**config.mk**
```make
export PLATFORM = sky130hd
export DESIGN_NAME = yuv_to_rgb_converter_top
export DESIGN_NICKNAME = d
export VERILOG_FILES = /design/src/hdl/yrc_pkg.sv /design/src/hdl/yuv_to_rgb_converter_top.sv /design/src/hdl/yrc_cmd_queue.sv /design/src/hdl/yrc_front.sv /design/src/hdl/yrc_back.sv
export SDC_FILE = /design/constraint.sdc
export NUM_CORES = 1
export LEC_CHECK = 0
export ABC_AREA = 1
export BUFFER_PORTS_ARGS = -buffer_cell sky130_fd_sc_hd__clkbuf_2
export CELL_PAD_IN_SITES_DETAIL_PLACEMENT = 2
export CELL_PAD_IN_SITES_GLOBAL_PLACEMENT = 2
export CORE_MARGIN = 8
export CORE_UTILIZATION = 42
export DETAILED_ROUTE_END_ITERATION = 16
export GPL_ROUTABILITY_DRIVEN = 0
export HOLD_SLACK_MARGIN = 0.12
export PLACE_DENSITY = 0.77
export SYNTH_ARGS = -nofsm -noshare
export SYNTH_HDL_FRONTEND = slang
export SYNTH_SLANG_ARGS = --single-unit
```
**constraint.sdc**
```tcl
create_clock -name clk -period 7.4 [get_ports clk]
set_input_delay 1.11 -clock clk [delete_from_list [all_inputs] [get_ports clk]]
set_output_delay 1.11 -clock clk [all_outputs]
set_load 0.02 [all_outputs]
```
**src/hdl/yrc_pkg.sv**
```systemverilog
// yrc_pkg: shared types, constants and helpers for the YUV to RGB converter.
// Used by every module under hdl/; depends on nothing else.
`default_nettype none

package yrc_pkg;

    // Queue sizing
    localparam int CMD_DEPTH = 4;
    localparam int CMD_PTR_W = $clog2(CMD_DEPTH);
    localparam int CMD_CNT_W = $clog2(CMD_DEPTH + 1);
    localparam int RES_DEPTH = 4;
    localparam int RES_PTR_W = $clog2(RES_DEPTH);
    localparam int RES_CNT_W = $clog2(RES_DEPTH + 1);

    // Configuration register indexes
    localparam int CFG_IDX_W = 1;
    localparam logic [CFG_IDX_W-1:0] CFG_INPUT_FORMAT = 1'b0;
    localparam logic [CFG_IDX_W-1:0] CFG_BLUE_FIRST   = 1'b1;

    // Input format codes
    localparam logic FMT_444  = 1'b0;
    localparam logic FMT_UYVY = 1'b1;

    // Arithmetic: every intermediate fits a 20 bit signed word
    localparam int SUM_W = 20;
    typedef logic signed [SUM_W-1:0] sum_t;

    localparam sum_t K_LUMA     = 20'sd298;
    localparam sum_t K_RED_V    = 20'sd409;
    localparam sum_t K_GREEN_U  = 20'sd100;
    localparam sum_t K_GREEN_V  = 20'sd208;
    localparam sum_t K_BLUE_U   = 20'sd516;
    localparam sum_t ROUND_HALF = 20'sd128;
    localparam sum_t LUMA_OFS   = 20'sd16;
    localparam logic [7:0] CHAN_MAX = 8'd255;

    typedef struct packed {
        logic [7:0] luma_first;
        logic [7:0] luma_second;
        logic [7:0] chroma_blue;
        logic [7:0] chroma_red;
        logic       frame_end_in;
    } in_beat_t;

    typedef struct packed {
        logic [7:0] byte_zero;
        logic [7:0] green_byte;
        logic [7:0] byte_two;
        logic       last_of_item;
        logic       frame_end_out;
    } out_beat_t;

    typedef struct packed {
        logic input_format;
        logic blue_first;
    } cfg_t;

    // One pixel of work between front and back
    typedef struct packed {
        logic [7:0] luma;
        logic [7:0] chroma_blue;
        logic [7:0] chroma_red;
        logic       last;
        logic       frame_end;
        logic       blue_first;
    } pix_cmd_t;

    // Floor shift by 8 with saturation to 0..255
    function automatic logic [7:0] clamp_chan(input sum_t s);
        logic [7:0] res;
        if (s[SUM_W-1])
            res = 8'd0;
        else if (s[SUM_W-2:16] != '0)
            res = CHAN_MAX;
        else
            res = s[15:8];
        return res;
    endfunction

endpackage

`default_nettype wire

```
**src/hdl/yuv_to_rgb_converter_top.sv**
```systemverilog
// yuv_to_rgb_converter_top: top level of the BT.601 YUV to RGB converter.
// Depends on yrc_pkg, yrc_front, yrc_cmd_queue and yrc_back.
`default_nettype none

// BT.601 video-range YUV to 8-bit RGB converter. Input beats are pushed while
// full is low; each beat is one 4:4:4 pixel (input_format = 0) or a UYVY pair
// (input_format = 1) that gives two pixels sharing U and V, Y0 first. Results
// are read like a FIFO: the oldest pixel sits on result while empty is low and
// leaves on pop. Channels use R=(C+409E+128)>>8, G=(C-100D-208E+128)>>8,
// B=(C+516D+128)>>8 with C=298(Y-16), D=U-128, E=V-128, clamped to 0..255;
// blue_first picks B,G,R (reset) or R,G,B byte order. last_of_item marks the
// final pixel of each beat and carries frame_end through as frame_end_out.
// Throughput is one pixel per clock while result keeps being popped, set by
// the single color matrix in the back end: a 4:4:4 beat is taken every cycle,
// and a UYVY beat is held until both of its pixels are issued. Each pixel
// passes the input register, command queue, product stage and result FIFO in
// turn; Y0 of a UYVY pair goes ahead of Y1, both waiting while result stalls.
// Config writes (cfg_ready is always high) must be made while the
// block is idle; register 0 is input_format, register 1 is blue_first.

module yuv_to_rgb_converter_top (
    input  wire logic                             clk,
    input  wire logic                             rst_n,
    // input beats
    input  wire logic                             push,
    output logic                                  full,
    input  wire yrc_pkg::in_beat_t                item,
    // result beats
    output logic                                  empty,
    input  wire logic                             pop,
    output yrc_pkg::out_beat_t                    result,
    // configuration writes
    input  wire logic                             cfg_valid,
    output logic                                  cfg_ready,
    input  wire logic [yrc_pkg::CFG_IDX_W-1:0]    cfg_index,
    input  wire logic                             cfg_data
);

    yrc_pkg::cfg_t cfg_reg, cfg_next;

    logic              cmd_wr, cmd_rd, cmd_full, cmd_empty;
    yrc_pkg::pix_cmd_t cmd_in, cmd_out;

    assign cfg_ready = 1'b1;

    always_comb
    begin
        cfg_next = cfg_reg;
        if (cfg_valid)
        begin
            unique case (cfg_index)
                yrc_pkg::CFG_INPUT_FORMAT: cfg_next.input_format = cfg_data;
                yrc_pkg::CFG_BLUE_FIRST:   cfg_next.blue_first   = cfg_data;
                default:                   cfg_next = cfg_reg;
            endcase
        end
    end

    always_ff @(posedge clk or negedge rst_n)
    begin
        if (!rst_n)
        begin
            cfg_reg.input_format <= yrc_pkg::FMT_444;
            cfg_reg.blue_first   <= 1'b1;
        end
        else
        begin
            cfg_reg <= cfg_next;
        end
    end

    // front end: holds a beat; one pixel command per cycle unless cmd_full
    yrc_front u_front (
        .clk      (clk),
        .rst_n    (rst_n),
        .cfg      (cfg_reg),
        .push     (push),
        .full     (full),
        .item     (item),
        .cmd_wr   (cmd_wr),
        .cmd      (cmd_in),
        .cmd_full (cmd_full)
    );

    // decouples front and back so each can stall on its own
    yrc_cmd_queue u_cmd_queue (
        .clk     (clk),
        .rst_n   (rst_n),
        .wr_en   (cmd_wr),
        .wr_data (cmd_in),
        .full    (cmd_full),
        .rd_en   (cmd_rd),
        .rd_data (cmd_out),
        .empty   (cmd_empty)
    );

    // back end: color matrix and result FIFO
    yrc_back u_back (
        .clk       (clk),
        .rst_n     (rst_n),
        .cmd_empty (cmd_empty),
        .cmd       (cmd_out),
        .cmd_rd    (cmd_rd),
        .empty     (empty),
        .pop       (pop),
        .result    (result)
    );

endmodule

`default_nettype wire

```
**src/hdl/yrc_cmd_queue.sv**
```systemverilog
// yrc_cmd_queue: small FIFO of pixel commands between front and back.
// Depends on yrc_pkg.
`default_nettype none

module yrc_cmd_queue (
    input  wire logic               clk,
    input  wire logic               rst_n,
    input  wire logic               wr_en,
    input  wire yrc_pkg::pix_cmd_t  wr_data,
    output logic                    full,
    input  wire logic               rd_en,
    output yrc_pkg::pix_cmd_t       rd_data,
    output logic                    empty
);

    yrc_pkg::pix_cmd_t mem_reg [yrc_pkg::CMD_DEPTH];

    logic [yrc_pkg::CMD_PTR_W-1:0] wr_ptr_reg, wr_ptr_next;
    logic [yrc_pkg::CMD_PTR_W-1:0] rd_ptr_reg, rd_ptr_next;
    logic [yrc_pkg::CMD_CNT_W-1:0] count_reg, count_next;
    logic do_wr, do_rd;

    assign full    = (count_reg == yrc_pkg::CMD_CNT_W'(yrc_pkg::CMD_DEPTH));
    assign empty   = (count_reg == '0);
    assign do_wr   = wr_en && !full;
    assign do_rd   = rd_en && !empty;
    assign rd_data = mem_reg[rd_ptr_reg];

    always_comb
    begin
        wr_ptr_next = wr_ptr_reg;
        rd_ptr_next = rd_ptr_reg;
        count_next  = count_reg;
        if (do_wr)
        begin
            wr_ptr_next = (wr_ptr_reg == yrc_pkg::CMD_PTR_W'(yrc_pkg::CMD_DEPTH - 1))
                          ? '0 : wr_ptr_reg + 1'b1;
        end
        if (do_rd)
        begin
            rd_ptr_next = (rd_ptr_reg == yrc_pkg::CMD_PTR_W'(yrc_pkg::CMD_DEPTH - 1))
                          ? '0 : rd_ptr_reg + 1'b1;
        end
        if (do_wr && !do_rd)
            count_next = count_reg + 1'b1;
        else if (do_rd && !do_wr)
            count_next = count_reg - 1'b1;
    end

    always_ff @(posedge clk or negedge rst_n)
    begin
        if (!rst_n)
        begin
            wr_ptr_reg <= '0;
            rd_ptr_reg <= '0;
            count_reg  <= '0;
        end
        else
        begin
            wr_ptr_reg <= wr_ptr_next;
            rd_ptr_reg <= rd_ptr_next;
            count_reg  <= count_next;
        end
    end

    always_ff @(posedge clk)
    begin
        if (do_wr)
            mem_reg[wr_ptr_reg] <= wr_data;
    end

endmodule

`default_nettype wire

```
**src/hdl/yrc_front.sv**
```systemverilog
// yrc_front: input stage; holds one item and splits it into pixel commands.
// Depends on yrc_pkg.
`default_nettype none

module yrc_front (
    input  wire logic               clk,
    input  wire logic               rst_n,
    input  wire yrc_pkg::cfg_t      cfg,
    input  wire logic               push,
    output logic                    full,
    input  wire yrc_pkg::in_beat_t  item,
    output logic                    cmd_wr,
    output yrc_pkg::pix_cmd_t       cmd,
    input  wire logic               cmd_full
);

    yrc_pkg::in_beat_t item_reg;
    logic fmt_reg, bf_reg;
    logic hold_reg, hold_next;
    logic phase_reg, phase_next;   // 1 = second pixel of a UYVY pair
    logic issue, last_pix, last_issue, accept;

    assign issue      = hold_reg && !cmd_full;
    assign last_pix   = (fmt_reg == yrc_pkg::FMT_444) || phase_reg;
    assign last_issue = issue && last_pix;
    assign full       = hold_reg && !last_issue;
    assign accept     = push && !full;

    assign cmd_wr          = issue;
    assign cmd.luma        = phase_reg ? item_reg.luma_second : item_reg.luma_first;
    assign cmd.chroma_blue = item_reg.chroma_blue;
    assign cmd.chroma_red  = item_reg.chroma_red;
    assign cmd.last        = last_pix;
    assign cmd.frame_end   = last_pix && item_reg.frame_end_in;
    assign cmd.blue_first  = bf_reg;

    always_comb
    begin
        hold_next  = hold_reg;
        phase_next = phase_reg;
        if (accept)
        begin
            hold_next  = 1'b1;
            phase_next = 1'b0;
        end
        else if (last_issue)
        begin
            hold_next  = 1'b0;
            phase_next = 1'b0;
        end
        else if (issue)
        begin
            phase_next = 1'b1;
        end
    end

    always_ff @(posedge clk or negedge rst_n)
    begin
        if (!rst_n)
        begin
            hold_reg  <= 1'b0;
            phase_reg <= 1'b0;
        end
        else
        begin
            hold_reg  <= hold_next;
            phase_reg <= phase_next;
        end
    end

    always_ff @(posedge clk)
    begin
        if (accept)
        begin
            item_reg <= item;
            fmt_reg  <= cfg.input_format;
            bf_reg   <= cfg.blue_first;
        end
    end

endmodule

`default_nettype wire

```
**src/hdl/yrc_back.sv**
```systemverilog
// yrc_back: color matrix (registered product stage, combinational sum/clamp) and result FIFO.
// Depends on yrc_pkg.
`default_nettype none

module yrc_back (
    input  wire logic               clk,
    input  wire logic               rst_n,
    input  wire logic               cmd_empty,
    input  wire yrc_pkg::pix_cmd_t  cmd,
    output logic                    cmd_rd,
    output logic                    empty,
    input  wire logic               pop,
    output yrc_pkg::out_beat_t      result
);

    // Product stage
    logic s1_valid_reg;
    yrc_pkg::sum_t c_reg, rv_reg, gu_reg, gv_reg, bu_reg;
    logic s1_last_reg, s1_fend_reg, s1_bf_reg;

    yrc_pkg::sum_t y_off, d_off, e_off;
    yrc_pkg::sum_t r_sum, g_sum, b_sum;
    logic [7:0] r_ch, g_ch, b_ch;
    yrc_pkg::out_beat_t res_in;

    // Result FIFO
    yrc_pkg::out_beat_t res_mem_reg [yrc_pkg::RES_DEPTH];
    logic [yrc_pkg::RES_PTR_W-1:0] res_wr_ptr_reg, res_wr_ptr_next;
    logic [yrc_pkg::RES_PTR_W-1:0] res_rd_ptr_reg, res_rd_ptr_next;
    logic [yrc_pkg::RES_CNT_W-1:0] res_count_reg, res_count_next;
    logic [yrc_pkg::RES_CNT_W-1:0] res_used;
    logic res_wr, res_rd;

    // Room is reserved for the pixel in the product stage
    assign res_used = res_count_reg + yrc_pkg::RES_CNT_W'(s1_valid_reg);
    assign cmd_rd   = !cmd_empty
                      && (res_used < yrc_pkg::RES_CNT_W'(yrc_pkg::RES_DEPTH));

    // U-128 and V-128 are the inputs with the top bit flipped
    assign y_off = yrc_pkg::sum_t'(signed'({1'b0, cmd.luma})) - yrc_pkg::LUMA_OFS;
    assign d_off = yrc_pkg::sum_t'(signed'({~cmd.chroma_blue[7], cmd.chroma_blue[6:0]}));
    assign e_off = yrc_pkg::sum_t'(signed'({~cmd.chroma_red[7], cmd.chroma_red[6:0]}));

    always_ff @(posedge clk or negedge rst_n)
    begin
        if (!rst_n)
            s1_valid_reg <= 1'b0;
        else
            s1_valid_reg <= cmd_rd;
    end

    always_ff @(posedge clk)
    begin
        if (cmd_rd)
        begin
            c_reg       <= y_off * yrc_pkg::K_LUMA;
            rv_reg      <= e_off * yrc_pkg::K_RED_V;
            gu_reg      <= d_off * yrc_pkg::K_GREEN_U;
            gv_reg      <= e_off * yrc_pkg::K_GREEN_V;
            bu_reg      <= d_off * yrc_pkg::K_BLUE_U;
            s1_last_reg <= cmd.last;
            s1_fend_reg <= cmd.frame_end;
            s1_bf_reg   <= cmd.blue_first;
        end
    end

    assign r_sum = c_reg + rv_reg + yrc_pkg::ROUND_HALF;
    assign g_sum = c_reg - gu_reg - gv_reg + yrc_pkg::ROUND_HALF;
    assign b_sum = c_reg + bu_reg + yrc_pkg::ROUND_HALF;
    assign r_ch  = yrc_pkg::clamp_chan(r_sum);
    assign g_ch  = yrc_pkg::clamp_chan(g_sum);
    assign b_ch  = yrc_pkg::clamp_chan(b_sum);

    assign res_in.byte_zero     = s1_bf_reg ? b_ch : r_ch;
    assign res_in.green_byte    = g_ch;
    assign res_in.byte_two      = s1_bf_reg ? r_ch : b_ch;
    assign res_in.last_of_item  = s1_last_reg;
    assign res_in.frame_end_out = s1_fend_reg;

    assign res_wr = s1_valid_reg;
    assign empty  = (res_count_reg == '0);
    assign res_rd = pop && !empty;
    assign result = res_mem_reg[res_rd_ptr_reg];

    always_comb
    begin
        res_wr_ptr_next = res_wr_ptr_reg;
        res_rd_ptr_next = res_rd_ptr_reg;
        res_count_next  = res_count_reg;
        if (res_wr)
        begin
            res_wr_ptr_next = (res_wr_ptr_reg == yrc_pkg::RES_PTR_W'(yrc_pkg::RES_DEPTH - 1))
                              ? '0 : res_wr_ptr_reg + 1'b1;
        end
        if (res_rd)
        begin
            res_rd_ptr_next = (res_rd_ptr_reg == yrc_pkg::RES_PTR_W'(yrc_pkg::RES_DEPTH - 1))
                              ? '0 : res_rd_ptr_reg + 1'b1;
        end
        if (res_wr && !res_rd)
            res_count_next = res_count_reg + 1'b1;
        else if (res_rd && !res_wr)
            res_count_next = res_count_reg - 1'b1;
    end

    always_ff @(posedge clk or negedge rst_n)
    begin
        if (!rst_n)
        begin
            res_wr_ptr_reg <= '0;
            res_rd_ptr_reg <= '0;
            res_count_reg  <= '0;
        end
        else
        begin
            res_wr_ptr_reg <= res_wr_ptr_next;
            res_rd_ptr_reg <= res_rd_ptr_next;
            res_count_reg  <= res_count_next;
        end
    end

    always_ff @(posedge clk)
    begin
        if (res_wr)
            res_mem_reg[res_wr_ptr_reg] <= res_in;
    end

endmodule

`default_nettype wire

```
======== Word level (Yosys, flattened, before mapping) ========
Memory sizes are Yosys's and may differ from the RTL's.
Index checks and enable logic that the tools add are counted.
operators by class
  reductions and logical operators ........ 34
  eq/ne operators ......................... 5
  add/sub/neg operators ................... 17
  $mul .................................... 5
  bitwise logic cells ..................... 4
  muxes and demuxes ....................... 26
  $lt $le $gt $ge ......................... 1
operators by type and width
  cell                                                                   number
  8-bit two-way mux                                                      9
  20-bit by 9-bit adder with 20-bit output (second input constant)       3
  20-bit adder                                                           2
  20-bit subtractor                                                      2
  20-bit by 9-bit multiplier with 19-bit output (second input constant)  1
  8-bit by 10-bit multiplier with 18-bit output (second input constant)  1
  8-bit by 9-bit multiplier with 17-bit output (second input constant)   1
  8-bit by 6-bit multiplier with 14-bit output (second input constant)   1
  1-bit logical AND                                                      13
  8-bit by 5-bit multiplier with 13-bit output (second input constant)   1
  3-bit two-way mux                                                      4
  3-bit nonzero test                                                     4
  1-bit logical NOT                                                      9
  1-bit two-way mux                                                      9
  8-bit by 5-bit subtractor with 9-bit output (second input constant)    1
  2-bit by 1-bit adder with 2-bit output (second input constant)         4
  2-bit equality test (second input constant)                            4
  2-bit two-way mux                                                      4
  3-bit by 1-bit adder with 3-bit output (second input constant)         2
  3-bit logical NOT                                                      2
  2-bit nonzero test                                                     3
  3-bit by 1-bit subtractor with 3-bit output (second input constant)    2
  1-bit inverter                                                         4
  2-bit AND reduction                                                    2
  other kinds (4)                                                        4
storage, ports and cells
  bits of input ports ..................... 40
  memories kept ........................... 2
  output and inout bits ................... 29
  flip-flop bits (word level) ............. 148
  memory bits (writable) .................. 212
memories
  name                 words  bits a word  rd ports  clocked after memory_dff  write ports  RTL line             source
  u_cmd_queue.mem_reg  4      27           1         0                         1            yrc_cmd_queue.sv:16  yrc_pkg::pix_cmd_t mem_reg [yrc_pkg::CMD_DEPTH];
  u_back.res_mem_reg   4      26           1         0                         1            yrc_back.sv:27       yrc_pkg::out_beat_t res_mem_reg [yrc_pkg::RES_DEPTH];

======== Logic depth before layout (Yosys ltp) ========
Gate-level depths: netlist of the first run.
  depth in word-level cells ............... 9
  mapped depth ............................ 23

======== Cells and area by module ========
From an unflattened synthesis of the first run, not the netlist that was laid out.
unflattened totals
  cell total of the unflattened synthesis .. 2,013
  area total of the unflattened synthesis .. 21,335.5 um2
by module, submodules not included
  module                    instances  cells an instance  sequential area each (um2)  area an instance (um2)
  yrc_back                  1          1,529              5,665.4                     14,969.4
  yrc_cmd_queue             1          375                3,418.3                     4,780.8
  yrc_front                 1          96                 1,101.1                     1,486.4
  yuv_to_rgb_converter_top  1          13                 51.3                        98.8

======== Worst setup path before layout of the first run ========
No wires, ideal clock.
  path type ............................... register to register
  from .................................... register u_cmd_queue.rd_ptr_reg[0] (netlist bit)
  to ...................................... register u_back.rv_reg[14], data pin
  data required time ...................... 7,138 ps
  setup slack ............................. 2,090 ps
  library setup time ...................... 262 ps
  path buffers ............................ 2
  clock period less this slack ............ 5,310 ps
  cell stages (with the launch flop) ...... 19
  arrival time ............................ 5,048 ps
  path through ............................ dfrtp_1 -> inv_2 -> buf_2 -> buf_1 -> nand2_1 -> a32oi_1 -> inv_1 -> fa_1 -> fa_1 -> fa_1 -> fa_1 -> inv_1 -> ha_1 -> a21oi_1 -> a21boi_0 -> o21ai_0 -> nand2_1 -> a21oi_1 -> xor2_1
on the way
  word-level cells in the longest chain between the ends .. 3
ends and longest elaborated chain
  element                                          RTL line             source
  start: declaration                               yrc_cmd_queue.sv:19  logic [yrc_pkg::CMD_PTR_W-1:0] rd_ptr_reg, rd_ptr_next;
  start signal: assignment                         yrc_cmd_queue.sv:61  rd_ptr_reg <= rd_ptr_next;
  memory 4 x 27 bit *                              --
  1-bit inverter                                   yrc_back.sv:42       assign e_off = yrc_pkg::sum_t'(signed'({~cmd.chroma_red[7], cmd.chroma_red[6:0]}));
  8-bit by 10-bit multiplier with 18-bit output *  yrc_back.sv:57       rv_reg <= e_off * yrc_pkg::K_RED_V;
  end signal: assignment                           yrc_back.sv:57
  end: declaration                                 yrc_back.sv:18       yrc_pkg::sum_t c_reg, rv_reg, gu_reg, gv_reg, bu_reg;
Every way passes the cells marked *; elsewhere a longest branch is shown, timed or not.
A chain may end at the register's enable or synchronous reset.

======== Worst setup path after layout of the first run ========
  from .................................... register u_cmd_queue.rd_ptr_reg[1] (netlist bit)
  to ...................................... register u_back.rv_reg[14], data pin
The elaborated chain is that of the path after synthesis.

==> results of run 1 <==
kinds of logic (layout without fill, tap and decap cells):
group	Yosys count	after routing	share of synthesized area
AND/OR/NAND/NOR	656	656	0.133
multiplexers	1	1	0.000534
AO/OA/AOI/OAI	293	293	0.0775
adder cells (fa/ha/maj)	323	323	0.212
buffers and inverters	288	402	0.0539
flip-flops	345	345	0.487
XOR/XNOR	81	81	0.0358
other	1	1	0.000178
synth_stat cells (4+ instances only):
cell type and count:
nand3_2 11, nor2_1 181, dfrtp_1 18, nor3_1 7, nand4_1 9, nand3b_1 8
a21o_1 5, edfxtp_1 326, o22ai_1 41, xor2_1 50, nand3_1 95, o2111ai_1 4
o21bai_1 8, a32oi_1 8, nand2_1 323, nand2_2 9, clkbuf_1 24, ha_1 266
fa_1 57, a21oi_1 86, o21ai_0 117, a31oi_1 7, buf_2 7, xnor2_1 28
inv_1 238, inv_2 8, o21ai_1 7
path summary, 6_finish.rpt:
| kind | from | to | slack [ps] |
|---|---|---|---|
| worst max-delay path | u_cmd_queue.rd_ptr_reg[1]$_DFFE_PN0P_ | u_back.rv_reg[14]$_DFFE_PP_ | 1580 |
| worst min-delay path | cfg_reg[1]$_DFFE_PN0P_ | u_front.fmt_reg$_DFFE_PP_ | 460 |
| worst max register to register | u_cmd_queue.rd_ptr_reg[1]$_DFFE_PN0P_ | u_back.rv_reg[14]$_DFFE_PP_ | 1580 |
| worst min register to register | cfg_reg[1]$_DFFE_PN0P_ | u_front.fmt_reg$_DFFE_PP_ | 460 |
| max in group asynchronous | rst_n | cfg_reg[1]$_DFFE_PN0P_ | 6360 |
| min in group asynchronous | rst_n | u_cmd_queue.count_reg[0]$_DFFE_PN0P_ | 590 |
metrics by stage:
stage,area [µm²],setup WS [ps]
detailed placement,22200,1530
global route,23500,1150
finish,23500,1580
global placement,22200,1760
CTS,23500,1500
floorplan,21100,2090
final cells by class:
type / instances / share of cell area
well taps: 672 / 0.0358
repair buffers: 82 / 0.0191
inverters: 249 / 0.0399
clock buffers: 48 / 0.0443
clock inverters: 23 / 0.0108
multi-input cells: 1355 / 0.413
flip-flops and latches: 345 / 0.437
worst max-delay path: stages (launching register included):
cell and delay [ps]:
dfrtp_1 370, buf_4 210, inv_2 370, a21oi_1 80, a32oi_1 740, inv_1 430, ha_1 350, inv_1 90
fa_1 440, fa_1 520, fa_1 550, inv_1 40, ha_1 340, a21oi_1 200, a21boi_0 300, o21ai_0 190
nand2_1 100, a21oi_1 70, xor2_1 140
per-layer routing:
| metal | GRT usage | vias to the layer above | routed length (µm) |
|---|---|---|---|
| met2 | 0.383 | 187 | 30000 |
| met4 | 0.0678 | 0 | 1850 |
| met1 | 0.238 | 7269 | 23900 |
| li1 | - | 7009 | - |
| met3 | 0.0261 | 94 | 1610 |
| met5 | 0 | - | 0 |
==> flow_summary.json, run 1 <==
{
  "io_pins": 69,
  "ctsResizeCount": 0,
  "fin_util": 0.471,
  "synthArstFlopShare": 0.0551,
  "grt-ovfl-total": 0,
  "fmax_mhz": 172,
  "cts.sinks": 345,
  "hold_path.class": "flop to flop",
  "layout_common_cells": "326 x edfxtp_1, 323 x nand2_1, 266 x ha_1",
  "stdcell_count": 2774,
  "synth_cell_types": 53,
  "drt_iter0_drc": 638,
  "ys.warnings.count": 0,
  "fin_nets": 2435,
  "cts_tree": "built",
  "slew_headroom": 0.291,
  "netlist_instances": 1988,
  "min_period_ps": 5820,
  "multi_input_area_um2": 9700,
  "ys_ff_latch": 345,
  "clock_latency_ps": 570,
  "first_pass_iters": 4,
  "dieHeight_um": 240,
  "outcome": "complete, no violations",
  "hold_depth": 0,
  "drive_gt1_frac": 0.0918,
  "io_buffers": 67,
  "largest_reg_flops": 108,
  "htreeDepth": 2,
  "grt_use_total": 0.204,
  "crit_type": "flop to flop",
  "wl_per_cell_um": 20.7,
  "maxCapViolations": 0,
  "antenna_found_initial": 2,
  "report.final.slew_viol_count": 0,
  "drc": 0,
  "synth.top_cell.area_share": 0.464,
  "syn_nets": 2351,
  "rows": 82,
  "drt_wl_total_mm": 57.4,
  "placed_cells": 2703,
  "yosys-top-cells-area": "edfxtp_1 46%, ha_1 16%, nand2_1 5.8%, fa_1 5.4%, inv_1 4.2%",
  "ys_seq_area_frac": 0.487,
  "hold_slack_ps": 465,
  "clockBufferDepth": 3,
  "diodes": 0,
  "via_count": 14600,
  "synth_top_cell_by_area": "edfxtp_1",
  "core_um2": 49900,
  "start_kind": "flop",
  "setup_tns_ps": 0,
  "hpwl_mm": 44.2,
  "setup_viol": 0,
  "post_cts_buffers": 0,
  "synth-edff-count": 326,
  "clk_pin_slew_ps": 60,
  "reg2reg_depth": 18,
  "end_kind": "flop",
  "syn_to_final_growth_pct": 11.4,
  "tightest_slew_ps": 1060,
  "grt_pass1_vias": 16900,
  "finClkSkew_ps": 28.4,
  "hold_viol_final": 0,
  "start_util": 0.423,
  "numCtsBuffers": 39,
  "die_x_um": 240,
  "crit_fanout": 26,
  "syn_avg_cell_area_um2": 10.6,
  "grt_first_pass_wirelength_mm": 92.7,
  "critical_path_arrival_ps": 6140,
  "area.sequential_um2": 10300,
  "dieArea_um2": 57600,
  "grt_start_max_net_pins": 62,
  "cp_data_required_time_ps": 7720,
  "fillers": 5185,
  "cts_root_buf": "clkbuf_16",
  "post_drt_via_cell_ratio": 5.25,
  "ys_dominant_reg_cell": "edfxtp_1",
  "ctsHoldBuffers": 0,
  "ant_nets": 0,
  "syn_area_um2": 21100,
  "rsz0062_at_grt": "false",
  "final_common_cell": "edfxtp_1",
  "timing.final.crit_share": 0.786
}
Power of run 1 is left out: the tool's default activity adds up to more than one toggle a clock period on the data nets, which glitch-free logic cannot reach.
==> inputs of run 2 (changes only) <==
==> constraint.sdc (replaced) <==
create_clock -name clk -period 5.4 [get_ports clk]
set_input_delay 0.81 -clock clk [delete_from_list [all_inputs] [get_ports clk]]
set_output_delay 0.81 -clock clk [all_outputs]
set_load 0.02 [all_outputs]
==> run 2 against run 1 <==
Against the previous run:
- global-route usage up 0.46 points
- die area did not move
- first-iteration DRC count shrank 3.6%
- via count up 0.84%
- largest cell class unchanged
- maximum frequency up 15%
- count of clock-buffer cells in the layout rose by 3
- worst hold slack worse by 200 ps
- final cell count increased by 0.61%
- routed wire length up 3.3%
- clock skew is 5.8 ps lower
==> flow_summary.json, run 2 (same netlist as run 1, synthesis figures left out) <==
{
  "end_kind": "flop",
  "ant_nets": 0,
  "grt_first_pass_wirelength_mm": 94.1,
  "grt-ovfl-total": 0,
  "grt_use_total": 0.209,
  "cts_root_buf": "clkbuf_16",
  "antenna_found_initial": 1,
  "clockBufferDepth": 3,
  "crit_slowest_cell": "fa_1",
  "start_util": 0.423,
  "drive_gt1_frac": 0.0977,
  "dieHeight_um": 240,
  "crit_type": "flop to flop",
  "drt_iter0_drc": 615,
  "maxCapViolations": 0,
  "cp_data_required_time_ps": 5680,
  "cts_tree": "built",
  "syn_to_final_growth_pct": 11.7,
  "rsz0062_at_grt": "false",
  "setup_viol": 0,
  "timing.final.crit_share": 0.939,
  "setup_tns_ps": 0,
  "drc": 0,
  "worstPathBufferInverterCount": 5,
  "cp_slowest_stage_delay_ps": 540,
  "numCtsBuffers": 40,
  "io_pins": 69,
  "crit_start": "u_cmd_queue.rd_ptr_reg[0]$_DFFE_PN0P_",
  "first_pass_iters": 4,
  "largest_reg_flops": 108,
  "final_common_cell": "edfxtp_1",
  "reg2reg_depth": 21,
  "ff2ff_setup_slack_ps": 330,
  "placed_cell_area_um2": 22300,
  "crit_path_end": "u_back.c_reg[16]$_DFFE_PP_",
  "wl_per_cell_um": 21.3,
  "rows": 82,
  "hpwl_mm": 46.5,
  "htreeDepth": 2,
  "r2r_end": "u_back.c_reg[16]$_DFFE_PP_",
  "crit_fanout": 11,
  "post_drt_via_cell_ratio": 5.26,
  "critical_path_arrival_ps": 5350,
  "min_period_ps": 5070,
  "report.final.slew_viol_count": 0,
  "hold_viol_final": 0,
  "core_um2": 49900,
  "clk_pin_slew_ps": 60,
  "start_kind": "flop",
  "grt_start_max_net_pins": 55,
  "die_x_um": 240,
  "r2r-start": "u_cmd_queue.rd_ptr_reg[0]$_DFFE_PN0P_",
  "grt_pass1_vias": 17100,
  "path_cells": "buf_4, nand2_1, a32oi_2, inv_1, ha_1, xor2_1, inv_1, ha_1, ha_1, inv_1, fa_1, fa_1, inv_1, ha_1, nand2_1, nand2_1, a31oi_2, o21a_1, o21ai_1, a21oi_1, xor2_1",
  "finClkSkew_ps": 22.6,
  "hold_path.class": "input port to asynchronous set/reset pin",
  "layout_common_cells": "326 x edfxtp_1, 323 x nand2_1, 266 x ha_1",
  "crit_family": "adder cells",
  "cts.sinks": 345,
  "io_buffers": 67,
  "slew_headroom": 0.343,
  "fin_nets": 2453,
  "tightest_slew_ps": 980,
  "drt_wl_total_mm": 59.3,
  "worstSetupPathDepth": 21,
  "clock_latency_ps": 550,
  "fmax_mhz": 197,
  "outcome": "complete, no violations",
  "dieArea_um2": 57600,
  "finish.instance_area_um2": 23600,
  "via_count": 14700
}
[run 2: cell count changes in the layout (fill, tap and decap cells not counted), moves of 2 or more]
cell       change
clkbuf_1       +5
bufinv_16      -2
clkbuf_8       -3
buf_4         +16
[run 2: layer usage]
layer	share of wire	up-vias	track usage
li1	-	7034	-
met1	0.41	7359	0.233
met2	0.53	185	0.396
met3	0.026	103	0.0306
met4	0.037	0	0.0803
met5	0	-	0
[run 2: worst min path at each step]
stage	startpoint	to	slack (ps)	cells after the start
after detailed placement	cfg_reg[1]$_DFFE_PN0P_	u_front.fmt_reg$_DFFE_PP_	450	0
after CTS	rst_n	u_cmd_queue.count_reg[0]$_DFFE_PN0P_	260	1
after global routing	rst_n	u_cmd_queue.count_reg[0]$_DFFE_PN0P_	280	1
after floorplan	cfg_reg[1]$_DFFE_PN0P_	u_front.fmt_reg$_DFFE_PP_	430	0
after global placement	cfg_reg[1]$_DFFE_PN0P_	u_front.fmt_reg$_DFFE_PP_	460	0
final	rst_n	u_cmd_queue.count_reg[0]$_DFFE_PN0P_	260	1
[run 2: metrics by stage]
stage / worst slack [ps] / hold slack [ps] / instances / utilization
floorplan: 89.5 / 426 / 1988 / -
global placement: 371 / 460 / 2720 / 0.448
detailed placement: 101 / 455 / 2720 / 0.448
CTS: 51.1 / 257 / 2790 / 0.472
global route: 24.6 / 282 / 2790 / 0.472
finish: 329 / 265 / 2791 / 0.472
[run 2: what timing repair did]
action	4_1_cts	5_1_grt
setup buffers	0	0
resized for setup	0	7
endpoints found under the setup margin	0	3
hold buffers	0	0
[run 2: cell type report]
| class | count | area [µm²] |
|---|---|---|
| timing repair buffer | 99 | 579 |
| clock inverter | 19 | 175 |
| sequential | 345 | 10300 |
| antenna | 1 | 2.50 |
| inverter | 249 | 940 |
| tap | 672 | 841 |
| clock buffer | 51 | 1040 |
| multi-input combinational | 1355 | 9710 |
| fill | 5177 | 26300 |
[run 2: worst register-to-register path: stages, from the launching register on]
cell and delay [ps]:
dfrtp_1 390, buf_4 200, nand2_1 80, a32oi_2 260
inv_1 160, ha_1 240, xor2_1 230, inv_1 120
ha_1 350, ha_1 300, inv_1 70, fa_1 430
fa_1 540, inv_1 40, ha_1 360, nand2_1 110
nand2_1 80, a31oi_2 250, o21a_1 190, o21ai_1 100
a21oi_1 190, xor2_1 90
Power of run 2 is left out for the same reason.
==> inputs of run 3 (changes only) <==
--- a/config.mk
+++ b/config.mk
@@ -15,6 +15,7 @@
 export GPL_ROUTABILITY_DRIVEN = 0
 export HOLD_SLACK_MARGIN = 0.12
 export PLACE_DENSITY = 0.77
+export RECOVER_POWER = 25
 export SYNTH_ARGS = -nofsm -noshare
 export SYNTH_HDL_FRONTEND = slang
 export SYNTH_SLANG_ARGS = --single-unit
==> run 3 against run 2 <==
Against the previous run:
- the run now ends with max-capacitance violations, max-slew violations left
- global-route usage unchanged
- worst hold slack improved by 170 ps
- final cell count unchanged
- non-clock buffer count unchanged
- first-iteration DRC count decreased by 2.6%
- worst setup slack got worse by 2.4 ps
- utilization about the same
- clock skew about the same
- highest routed layer unchanged
==> flow_summary.json, run 3 (same netlist as run 1, synthesis figures left out) <==
{
  "outcome": "finished, violations left",
  "failed_checks": "max-capacitance violations, max-slew violations",
  "start_kind": "flop",
  "maxCapViolations": 2,
  "hold_end": "u_front.cmd[11]$_DFFE_PP_",
  "grt_pass1_vias": 17100,
  "end_kind": "flop",
  "drt_iter0_drc": 599,
  "largest_reg_flops": 108,
  "io_buffers": 67,
  "ant_nets": 0,
  "grt_use_total": 0.209,
  "min_period_ps": 5070,
  "syn_to_final_growth_pct": 11.7,
  "finClkSkew_ps": 22.9,
  "htreeDepth": 2,
  "drive_gt1_frac": 0.0958,
  "numCtsBuffers": 40,
  "tightest_slew_ps": 1820,
  "hpwl_mm": 46.5,
  "cts.sinks": 345,
  "grt_start_max_net_pins": 55,
  "setup_tns_ps": 0,
  "r2r-start": "u_cmd_queue.rd_ptr_reg[0]$_DFFE_PN0P_",
  "layout_common_cells": "326 x edfxtp_1, 323 x nand2_1, 266 x ha_1",
  "wl_per_cell_um": 21.2,
  "fmax_mhz": 197,
  "setup_viol": 0,
  "fin_nets": 2453,
  "final_common_cell": "edfxtp_1",
  "ctsHoldBuffers": 0,
  "post_drt_via_cell_ratio": 5.26,
  "core_um2": 49900,
  "cp_data_required_time_ps": 5700,
  "dieArea_um2": 57600,
  "start_util": 0.423,
  "hold_path.class": "input port to flop",
  "hold_slack_ps": 431,
  "io_pins": 69,
  "crit_fanout": 31,
  "slew_headroom": -0.211,
  "clockBufferDepth": 3,
  "rows": 82,
  "crit_type": "flop to flop",
  "reg2reg_depth": 16,
  "report.final.slew_viol_count": 54,
  "critical_path_arrival_ps": 5370,
  "grt_first_pass_wirelength_mm": 94.1,
  "timing.final.crit_share": 0.940,
  "via_count": 14700,
  "rsz0062_at_grt": "false",
  "first_pass_iters": 4,
  "die_x_um": 240,
  "dieHeight_um": 240,
  "clk_pin_slew_ps": 60,
  "holdCritStartpoint": "item[9]",
  "cts_root_buf": "clkbuf_16",
  "ff2ff_setup_slack_ps": 330,
  "drc": 0,
  "clock_latency_ps": 550,
  "drt_wl_total_mm": 59.3,
  "antenna_found_initial": 1,
  "hold_viol_final": 0,
  "r2r_end": "u_back.rv_reg[14]$_DFFE_PP_",
  "grt-ovfl-total": 0,
  "hold_depth": 1,
  "cts_tree": "built"
}
==> run 3: changes by cell type in the layout (fill, tap and decap cells not counted) <==
cell / delta
clkbuf_2: -2
buf_4: -2
clkbuf_1: +4
==> run 3: final cells by class <==
class / instances / area, µm²
Fill cell: 5180 / 26300
Sequential cell: 345 / 10300
Multi-Input combinational cell: 1355 / 9710
Clock buffer: 51 / 1040
Inverter: 249 / 940
Tap cell: 672 / 841
Timing Repair Buffer: 99 / 569
Clock inverter: 19 / 175
Antenna cell: 1 / 2.50
==> run 3: worst max path at each step <==
stage,startpoint,endpoint,slack [ps],cells past startpoint
final,u_cmd_queue.rd_ptr_reg[0]$_DFFE_PN0P_,u_back.rv_reg[14]$_DFFE_PP_,330,16
after floorplan,u_cmd_queue.rd_ptr_reg[0]$_DFFE_PN0P_,u_back.rv_reg[14]$_DFFE_PP_,90,18
after detailed placement,u_cmd_queue.rd_ptr_reg[1]$_DFFE_PN0P_,u_back.c_reg[16]$_DFFE_PP_,100,21
after global routing,u_cmd_queue.rd_ptr_reg[0]$_DFFE_PN0P_,u_back.c_reg[16]$_DFFE_PP_,20,21
after global placement,u_cmd_queue.rd_ptr_reg[1]$_DFFE_PN0P_,u_back.c_reg[16]$_DFFE_PP_,370,21
after CTS,u_cmd_queue.rd_ptr_reg[1]$_DFFE_PN0P_,u_back.c_reg[16]$_DFFE_PP_,50,21
==> run 3: routing by layer <==
layer | wire, µm | vias to the layer above | GRT usage
met1 | 23900 | 7355 | 0.233
met2 | 31500 | 196 | 0.396
met4 | 2230 | 0 | 0.0803
met3 | 1630 | 104 | 0.0306
met5 | 0 | - | 0
li1 | - | 7036 | -
==> run 3: worst max-delay path, stage by stage, from the launching register on <==
cell and delay [ps]:
dfrtp_1 390, buf_4 350, nand2_1 100, a32oi_1 300
inv_1 160, fa_1 610, fa_1 460, fa_1 530
fa_1 560, inv_1 50, ha_1 340, a21oi_1 200
a21boi_1 260, o21ai_0 170, nand2_1 100, a21oi_1 80
xor2_1 150
==> run 3: repair_timing <==
action	in CTS	in global routing
endpoints found under the setup margin	0	3
gates resized for setup	0	7
buffers inserted	0	0
==> run 3: metrics by stage <==
step / util / worst slack (ps) / cell area, µm² / std cells
2_1_floorplan: - / 89.5 / 21100 / 1988
3_3_place_gp: 0.448 / 371 / 22300 / 2720
3_5_place_dp: 0.448 / 101 / 22300 / 2720
4_1_cts: 0.472 / 51.1 / 23500 / 2790
5_1_grt: 0.472 / 24.6 / 23500 / 2790
6_report: 0.472 / 326 / 23500 / 2791
Power of run 3 is left out for the same reason.
